`src/design/slrd_pkg.sv`:
```
// Shared types and constants for the sensor log record deframer
package slrd_pkg;

    localparam int BYTE_W     = 8;
    localparam int WORD_W     = 32;
    localparam int VALUE_W    = 33;
    localparam int SET_W      = 7;
    localparam int COLLECT_W  = 24;
    localparam int FIFO_DEPTH = 4;
    localparam int FIFO_PTR_W = $clog2(FIFO_DEPTH);
    localparam int FIFO_CNT_W = $clog2(FIFO_DEPTH + 1);
    localparam int RAW_W      = 16;
    localparam int SCALE_W    = 14;
    localparam int PROD_W     = RAW_W + SCALE_W;
    localparam int PROD_SHIFT = 6;

    localparam logic [SCALE_W-1:0]        TEMP_SCALE = 14'd12336;
    localparam logic signed [VALUE_W-1:0] TEMP_ADJ   = 33'sd3922002;
    localparam logic signed [VALUE_W-1:0] TEMP_MIN   = -33'sd3922002;
    localparam logic signed [VALUE_W-1:0] TEMP_MAX   = 33'sd8709869;

    typedef enum logic [2:0] {
        KIND_TIME  = 3'd0,
        KIND_ACC_X = 3'd1,
        KIND_ACC_Y = 3'd2,
        KIND_ACC_Z = 3'd3,
        KIND_TEMP  = 3'd4
    } t_kind;

    typedef struct packed {
        t_kind              kind;
        logic [WORD_W-1:0]  word;
    } t_field;

endpackage

```
`src/design/slrd_front.sv`:
```
// Front end: header capture, field tracking and byte assembly
module slrd_front
    import slrd_pkg::*;
(
    input  logic              i_clk,
    input  logic              i_rst_n,
    input  logic              i_valid,
    input  logic [BYTE_W-1:0] i_in_byte,
    input  logic              i_full,
    output logic              o_push,
    output t_field            o_entry
);

    logic                 r_header_seen;
    logic [SET_W-1:0]     r_set_size;
    logic [SET_W-1:0]     r_sample_count;
    t_kind                r_field_index;
    logic [1:0]           r_byte_pos;
    logic [COLLECT_W-1:0] r_collector;

    logic             accept;
    logic [1:0]       last_pos;
    logic             field_done;
    logic [SET_W-1:0] n_sample_count;
    t_kind            n_field_index;
    logic [SET_W-1:0] sc_inc;

    assign accept     = i_valid && !i_full;
    assign last_pos   = (r_field_index == KIND_TIME) ? 2'd3 : 2'd1;
    assign field_done = r_header_seen && (r_byte_pos >= last_pos);
    assign o_push     = accept && field_done;
    assign o_entry    = '{kind: r_field_index, word: {r_collector, i_in_byte}};
    assign sc_inc     = r_sample_count + 1'b1;

    always_comb begin
        n_sample_count = r_sample_count;
        n_field_index  = KIND_TIME;
        case (r_field_index)
            KIND_TIME:  n_field_index = KIND_ACC_X;
            KIND_ACC_X: n_field_index = KIND_ACC_Y;
            KIND_ACC_Y: n_field_index = KIND_ACC_Z;
            KIND_ACC_Z: begin
                if ((r_set_size != '0) && (sc_inc == r_set_size)) begin
                    n_sample_count = '0;
                    n_field_index  = KIND_TEMP;
                end else begin
                    n_sample_count = sc_inc;
                    n_field_index  = KIND_TIME;
                end
            end
            KIND_TEMP:  n_field_index = KIND_TIME;
            default:    n_field_index = KIND_TIME;
        endcase
    end

    always_ff @(posedge i_clk) begin
        if (!i_rst_n) begin
            r_header_seen  <= 1'b0;
            r_set_size     <= '0;
            r_sample_count <= '0;
            r_field_index  <= KIND_TIME;
            r_byte_pos     <= '0;
            r_collector    <= '0;
        end else if (accept) begin
            if (!r_header_seen) begin
                r_header_seen <= 1'b1;
                r_set_size    <= i_in_byte[BYTE_W-1] ? '0 : i_in_byte[SET_W-1:0];
            end else if (!field_done) begin
                r_collector <= {r_collector[COLLECT_W-BYTE_W-1:0], i_in_byte};
                r_byte_pos  <= r_byte_pos + 1'b1;
            end else begin
                r_collector    <= '0;
                r_byte_pos     <= '0;
                r_sample_count <= n_sample_count;
                r_field_index  <= n_field_index;
            end
        end
    end

endmodule

```
`src/design/slrd_fifo.sv`:
```
// Short queue of assembled fields between front and back
module slrd_fifo
    import slrd_pkg::*;
(
    input  logic   i_clk,
    input  logic   i_rst_n,
    input  logic   i_push,
    input  t_field i_entry,
    input  logic   i_pop,
    output t_field o_entry,
    output logic   o_full,
    output logic   o_empty
);

    t_field                r_mem [FIFO_DEPTH];
    logic [FIFO_PTR_W-1:0] r_wr_ptr;
    logic [FIFO_PTR_W-1:0] r_rd_ptr;
    logic [FIFO_CNT_W-1:0] r_count;

    assign o_entry = r_mem[r_rd_ptr];
    assign o_full  = (r_count == FIFO_CNT_W'(FIFO_DEPTH));
    assign o_empty = (r_count == '0);

    always_ff @(posedge i_clk) begin
        if (i_push) begin
            r_mem[r_wr_ptr] <= i_entry;
        end
    end

    always_ff @(posedge i_clk) begin
        if (!i_rst_n) begin
            r_wr_ptr <= '0;
            r_rd_ptr <= '0;
            r_count  <= '0;
        end else begin
            if (i_push) begin
                r_wr_ptr <= r_wr_ptr + 1'b1;
            end
            if (i_pop) begin
                r_rd_ptr <= r_rd_ptr + 1'b1;
            end
            case ({i_push, i_pop})
                2'b10:   r_count <= r_count + 1'b1;
                2'b01:   r_count <= r_count - 1'b1;
                default: r_count <= r_count;
            endcase
        end
    end

endmodule

```
`src/design/slrd_back.sv`:
```
// Back end: temperature scaling, value formatting and output register
module slrd_back
    import slrd_pkg::*;
(
    input  logic                      i_clk,
    input  logic                      i_rst_n,
    input  t_field                    i_entry,
    input  logic                      i_empty,
    output logic                      o_pop,
    output logic                      o_valid,
    input  logic                      i_stall,
    output logic [2:0]                o_field_kind,
    output logic signed [VALUE_W-1:0] o_field_value
);

    logic                      r_s1_valid;
    t_kind                     r_s1_kind;
    logic [WORD_W-1:0]         r_s1_word;
    logic [PROD_W-1:0]         r_s1_prod;
    logic                      r_out_valid;
    t_kind                     r_out_kind;
    logic signed [VALUE_W-1:0] r_out_value;

    logic                      out_load;
    logic                      s1_load;
    logic [RAW_W-1:0]          biased;
    logic signed [VALUE_W-1:0] n_out_value;

    assign out_load = !r_out_valid || !i_stall;
    assign s1_load  = !r_s1_valid || out_load;
    assign o_pop    = s1_load && !i_empty;
    assign biased   = i_entry.word[RAW_W-1:0] ^ {1'b1, {(RAW_W-1){1'b0}}};

    always_comb begin
        case (r_s1_kind)
            KIND_TIME:  n_out_value = $signed({1'b0, r_s1_word});
            KIND_ACC_X,
            KIND_ACC_Y,
            KIND_ACC_Z: n_out_value = $signed({{(VALUE_W-RAW_W){r_s1_word[RAW_W-1]}},
                                               r_s1_word[RAW_W-1:0]});
            KIND_TEMP:  n_out_value = $signed({{(VALUE_W-PROD_W+PROD_SHIFT){1'b0}},
                                               r_s1_prod[PROD_W-1:PROD_SHIFT]}) - TEMP_ADJ;
            default:    n_out_value = '0;
        endcase
    end

    always_ff @(posedge i_clk) begin
        if (s1_load) begin
            r_s1_kind <= i_entry.kind;
            r_s1_word <= i_entry.word;
            r_s1_prod <= PROD_W'(biased) * PROD_W'(TEMP_SCALE);
        end
        if (out_load) begin
            r_out_kind  <= r_s1_kind;
            r_out_value <= n_out_value;
        end
    end

    always_ff @(posedge i_clk) begin
        if (!i_rst_n) begin
            r_s1_valid  <= 1'b0;
            r_out_valid <= 1'b0;
        end else begin
            if (s1_load) begin
                r_s1_valid <= !i_empty;
            end
            if (out_load) begin
                r_out_valid <= r_s1_valid;
            end
        end
    end

    assign o_valid       = r_out_valid;
    assign o_field_kind  = r_out_kind;
    assign o_field_value = r_out_value;

endmodule

```
`src/design/sensor_log_record_deframer.sv`:
```
// Sensor log record deframer top level: front end, field queue and back end
// Throughput: one byte per cycle unless the queue is full, one result per completed field.
// A result passes through the field queue, the back-end stage and the output register.
// The front end stalls only when the four-entry field queue is full.
// Reset (synchronous, active low) clears header, counters, queue and valid flags;
// the first byte after reset is taken as the set size.
module sensor_log_record_deframer
    import slrd_pkg::*;
(
    input  logic                      i_clk,
    input  logic                      i_rst_n,
    input  logic                      i_valid,
    output logic                      o_stall,
    input  logic [BYTE_W-1:0]         i_in_byte,
    output logic                      o_valid,
    input  logic                      i_stall,
    output logic [2:0]                o_field_kind,
    output logic signed [VALUE_W-1:0] o_field_value
);

    logic   push;
    logic   pop;
    logic   full;
    logic   empty;
    t_field front_entry;
    t_field head_entry;

    assign o_stall = full;

    slrd_front u_front (
        .i_clk     (i_clk),
        .i_rst_n   (i_rst_n),
        .i_valid   (i_valid),
        .i_in_byte (i_in_byte),
        .i_full    (full),
        .o_push    (push),
        .o_entry   (front_entry)
    );

    slrd_fifo u_fifo (
        .i_clk   (i_clk),
        .i_rst_n (i_rst_n),
        .i_push  (push),
        .i_entry (front_entry),
        .i_pop   (pop),
        .o_entry (head_entry),
        .o_full  (full),
        .o_empty (empty)
    );

    slrd_back u_back (
        .i_clk         (i_clk),
        .i_rst_n       (i_rst_n),
        .i_entry       (head_entry),
        .i_empty       (empty),
        .o_pop         (pop),
        .o_valid       (o_valid),
        .i_stall       (i_stall),
        .o_field_kind  (o_field_kind),
        .o_field_value (o_field_value)
    );

    a_no_push_when_full: assert property (@(posedge i_clk) disable iff (!i_rst_n)
        push |-> !full)
        else $error("field pushed into full queue");

    a_time_unsigned: assert property (@(posedge i_clk) disable iff (!i_rst_n)
        (o_valid && (o_field_kind == KIND_TIME)) |-> !o_field_value[VALUE_W-1])
        else $error("timestamp not zero extended");

    a_accel_sext: assert property (@(posedge i_clk) disable iff (!i_rst_n)
        (o_valid && ((o_field_kind == KIND_ACC_X) || (o_field_kind == KIND_ACC_Y) ||
                     (o_field_kind == KIND_ACC_Z)))
        |-> ((o_field_value[VALUE_W-1:RAW_W-1] == '0) ||
             (o_field_value[VALUE_W-1:RAW_W-1] == '1)))
        else $error("acceleration not sign extended");

    a_temp_range: assert property (@(posedge i_clk) disable iff (!i_rst_n)
        (o_valid && (o_field_kind == KIND_TEMP))
        |-> ((o_field_value >= TEMP_MIN) && (o_field_value <= TEMP_MAX)))
        else $error("temperature out of range");

endmodule
```
`config.mk`:
```
export PLATFORM = sky130hd
export DESIGN_NAME = sensor_log_record_deframer
export DESIGN_NICKNAME = d
export VERILOG_FILES = /design/src/design/slrd_pkg.sv /design/src/design/slrd_front.sv /design/src/design/slrd_fifo.sv /design/src/design/slrd_back.sv /design/src/design/sensor_log_record_deframer.sv
export SDC_FILE = /design/constraint.sdc
export NUM_CORES = 1
export LEC_CHECK = 0
export BUFFER_PORTS_ARGS = -buffer_cell sky130_fd_sc_hd__clkbuf_2
export CAP_MARGIN = 20
export CORE_UTILIZATION = 50
export CTS_CLUSTER_DIAMETER = 30
export DETAILED_ROUTE_END_ITERATION = 16
export GPL_ROUTABILITY_DRIVEN = 1
export PLACE_DENSITY = 0.65
export SETUP_SLACK_MARGIN = 0.4
export SYNTH_ARGS = -nofsm -noshare
export SYNTH_HDL_FRONTEND = slang
export SYNTH_HIERARCHICAL = 1
export SYNTH_SLANG_ARGS = --single-unit
```
`constraint.sdc`:
```
create_clock -name i_clk -period 8.6 [get_ports i_clk]
set_input_delay 1.29 -clock i_clk [delete_from_list [all_inputs] [get_ports i_clk]]
set_output_delay 1.29 -clock i_clk [all_outputs]
set_load 0.02 [all_outputs]
```
### Word-level counts from Yosys, hierarchy flattened

Memories as Yosys holds them, arrays and structs flattened. A register that Yosys moved wholly into a read port is not among the register bits.
Index checks and enable logic that the tools add are counted.

| word-level totals | value |
|---|---|
| flip-flop bits (word level) | 150 |
| RAM bits | 140 |
| input bits | 12 |
| word-level logic and storage cells | 74 |
| memories kept | 1 |

Memories:

| memory | depth | bits a word | read ports | clocked after memory_dff | wr ports | RTL line | RTL |
|---|---|---|---|---|---|---|---|
| u_fifo.r_mem | 4 | 35 | 1 | 1 | 1 | slrd_fifo.sv:15 | `t_field r_mem [FIFO_DEPTH];` |

| operators by class | value |
|---|---|
| add/sub/neg operators | 7 |
| multiply operators | 1 |
| magnitude comparators | 1 |
| eq/ne operators | 11 |
| muxes and demuxes | 13 |
| bitwise gates (word level) | 2 |
| reduce and logical (&&, ||, !) cells | 22 |

Operators with widths:

| operator | count |
|---|---|
| $pmux W33 S3 | 1 |
| $mul A16 B10 Y26 const B | 1 |
| $sub A24 B22 Y25 const B | 1 |
| $mux W24 | 1 |
| $mux W7 | 2 |
| $eq A3 B2 Y1 const B | 4 |
| $pmux W3 S4 | 1 |
| $logic_not A3 Y1 | 3 |
| $mux W2 | 4 |
| $add A7 B1 Y7 const B | 1 |
| $eq A7 B7 Y1 | 1 |
| $reduce_bool A7 Y1 | 1 |
| $add A2 B1 Y2 const B | 3 |
| $eq A3 B1 Y1 const B | 2 |
| $eq A3 B3 Y1 const B | 2 |
| $pmux W3 S2 | 1 |
| $logic_and A1 B1 Y1 | 5 |
| $logic_not A1 Y1 | 5 |
| $reduce_and A2 Y1 | 2 |
| $reduce_and A4 Y1 | 1 |
| $add A3 B1 Y3 const B | 1 |
| $mux W3 | 1 |
| $reduce_and A3 Y1 | 1 |
| $reduce_or A3 Y1 | 1 |
| 8 further kinds | 11 |

### Depth between registers and ports, before layout

| depth | value |
|---|---|
| depth after elaboration | 7 |
| mapped depth | 20 |

### Hierarchy

Netlist, hierarchy kept.

Modules (own cells, without submodules):

| module | instances | cells an instance | area an instance (µm²) |
|---|---|---|---|
| slrd_back | 1 | 529 | 6271.0 |
| slrd_fifo | 1 | 229 | 5552.8 |
| slrd_front | 1 | 241 | 2119.5 |

### Worst setup path after synthesis

Ideal clock, no wire load.

| path | value |
|---|---|
| path type | reg2reg |
| from | register with a tool-made name |
| to | register u_back.r_s1_prod[29] (data pin) |
| setup time | 0.265 ns |
| arrival | 4.667 ns |
| setup slack | 3.667 ns |
| cell stages (with the launch flop) | 20 |
| path buffers | 2 |
| clock period less this slack | 4.933 ns |
| cell sequence | dfxtp_1 -> buf_6 -> buf_12 -> mux4_2 -> ha_1 -> ha_1 -> inv_1 -> fa_1 -> inv_1 -> ha_1 -> inv_1 -> fa_1 -> inv_1 -> ha_1 -> o21a_1 -> a21oi_4 -> o221ai_2 -> a21o_1 -> and4_1 -> or3_1 |

RTL lines:

| item | RTL line | RTL |
|---|---|---|
| to (signal assigned) | slrd_back.sv:51 | `r_s1_prod <= PROD_W'(biased) * PROD_W'(TEMP_SCALE);` |
| to (decl) | slrd_back.sv:19 | `logic [PROD_W-1:0] r_s1_prod;` |

==> results.tsv <==
metric	value	unit
cp_num_buf_inv	5	
layout_common_cells	edfxtp_1 (235), ha_1 (93), inv_1 (72)	
final_common_cell	edfxtp_1	
grt_use_total	0.205	
fillers	2115	
via_per_inst	5.54	
synth_seq_cells	290	
post-cts-setup-buffers	0	
clockBufferDepth	3	
skew	46.6	ps
initialDrtViolationCount	532	
multi_input_area	0.00528	mm^2
die_h	169	um
clk_pin_slew_worst_paths	60	ps
worst_setup_path_end_kind	flop	
slowest_stage	dfxtp_2	
root_buffer	clkbuf_16	
antenna_cells	0	
async_flop_share	0	
drv_cap	0	
yosysTopAreaCell	edfxtp_1	
grt_pass1_vias	8183	
grt_max_degree	61	
syn_nets	1122	
seq_area_frac_synth	0.585	
wl_per_cell	18.9	um
num_vias	8286	
rows	60	
drive_gt1_frac	0.181	
synth-edff-count	235	
dieWidth	169	um
cts.sinks	290	
synth_top_area_share	0.506	
syn_area	0.0139	mm^2
worstSkewPairLatency	590	ps
status	finished, final reports clean	
antenna_found_initial	0	
nNetsFinal	1199	
dr.pass1.iters	5	
ios	50	
drc	0	
core	0.0272	mm^2
period_share	0.688	
yosysUniqueCellTypes	75	
tightest_slew	1050	ps
yosys_most_used_dff	edfxtp_1	
ant_nets	0	
critPathKind	flop to flop	
postCtsResizedCells	0	
hpwl	18.3	mm
initial_core_util	0.513	
cp_max_fo	20	
ys_warn_count	6	
htree_num_levels	2	
io_buffer_count	49	
setup_violations	0	
critPathTopFamily	adder cells	
rsz0062_at_grt	no	
area.growth.synth_to_final	18.2	%
overflow	0	
critPathMaxStageDelay	820	ps
place_congestion	0.856	
final_hold_viol_count	0	
die-area	0.0286	mm^2
fmax	0.169	GHz
ctsHoldBuffers	0	
critPathRequiredTime	8890	ps
synth.top_cells.by_area	edfxtp_1 (51%), ha_1 (8.3%), dfxtp_1 (7.9%)	
hp-class	flop to flop	
synthCells	999	
finalSetupTns	0	ps
regArea	0.00816	mm^2
drv_slew	0	
cts_made_buffers	56	
arrival	6210	ps
grt_pass1_wl	44.8	mm
timing.final.crit_period	5920	ps
routed_wl	28.3	mm
start_kind	flop	
cts_tree	done	
avgSynthCellArea	14.0	um^2
relSlewSlack	0.297	
crit_path_cell_trace	buf_4, mux4_2, ha_1, ha_1, inv_1, fa_1, inv_1, ha_1, inv_1, fa_1, inv_1, ha_1, o21a_1, a21oi_4, o221ai_2, a21o_1, and4_1, or3_1	
[cell families after synthesis]
family,after synthesis,synth area share
adders and majority gates,111,0.109
muxes,39,0.0608
AOI/OAI and AO/OA,187,0.0938
xor gates and xnor gates,46,0.0289
and+or+nand+nor,214,0.0845
buffers and inverters,112,0.0377
DFF,290,0.585
[state kept, by name, indices dropped and copies added, names as in the netlist, named ones only]
register	cells
u_back/o_field_value	33
u_fifo/r_count	3
u_front/r_set_size	7
u_front/r_byte_pos	2
u_back/r_s1_kind	3
u_fifo/r_wr_ptr	2
u_front/r_field_index	3
u_front/r_header_seen	1
u_front/r_collector	24
u_back/o_field_kind	3
u_back/r_s1_word	32
u_fifo/r_mem	140
u_back/r_s1_prod	24
u_front/r_sample_count	7
u_fifo/r_rd_ptr	2
u_back/r_s1_valid	1
u_back/o_valid	1
[per-layer routing]
layer / part of all wire / GRT usage / vias to the layer above
li1: - / - / 3921
met1: 0.45 / 0.281 / 4068
met2: 0.46 / 0.325 / 241
met3: 0.057 / 0.0428 / 56
met4: 0.026 / 0.0740 / 0
met5: 0 / 0 / -
[cell type report]
type,instances,share of cell area
clock buffers,66,0.0891
clock inverters,40,0.0317
inverters,73,0.0166
multi-input cells,597,0.320
flip-flops and latches,290,0.495
well taps,372,0.0282
repair buffers,58,0.0190
[cells in the mapped netlist (6+ instances only)]
master,number
nand3b_1,9
a21o_1,15
ha_1,93
xor2_1,14
buf_2,8
fa_1,18
clkbuf_1,16
a22o_1,10
and2_1,19
nor2b_1,34
and3_1,8
a21boi_1,6
nor2_1,22
a31oi_1,6
dfxtp_1,55
o21ai_0,28
mux4_2,30
edfxtp_1,235
o22ai_1,7
a21boi_0,11
nand3_1,15
nand2_1,50
nor3_1,16
a21oi_1,39
buf_4,9
nand2b_1,6
o21a_1,6
inv_1,72
a22oi_1,24
xnor2_1,32
[through the flow]
| stage | hold WS, ps | cells | utilization | setup slack [ps] | cell area (um^2) |
|---|---|---|---|---|---|
| floorplan | 461 | 999 | - | 3670 | 13900 |
| global placement | 482 | 1390 | 0.533 | 2750 | 14500 |
| detailed placement | 490 | 1390 | 0.533 | 2670 | 14500 |
| CTS | 498 | 1496 | 0.606 | 2610 | 16500 |
| global route | 527 | 1496 | 0.606 | 2340 | 16500 |
| finish | 491 | 1496 | 0.606 | 2680 | 16500 |
[worst register-to-register path: stages, from the launching register on]
cell,delay (ps)
dfxtp_2,820
buf_4,450
mux4_2,590
ha_1,330
ha_1,320
inv_1,60
fa_1,500
inv_1,40
ha_1,260
inv_1,50
fa_1,490
inv_1,40
ha_1,370
o21a_1,230
a21oi_4,200
o221ai_2,120
a21o_1,210
and4_1,190
or3_1,340
[worst paths after layout]
| path | slack [ps] | start | end | depth (start not counted) |
|---|---|---|---|---|
| max | 2680 | flop | u_back/r_s1_prod[29] | 18 |
| min | 490 | u_front/r_sample_count[6] | u_front/r_sample_count[6] | 2 |
| max reg2reg | 2680 | flop | u_back/r_s1_prod[29] | 18 |
| min reg2reg | 490 | u_front/r_sample_count[6] | u_front/r_sample_count[6] | 2 |
Power is not shown: default switching activity piles up to over one toggle a cycle in this logic, so the estimate is an artifact.
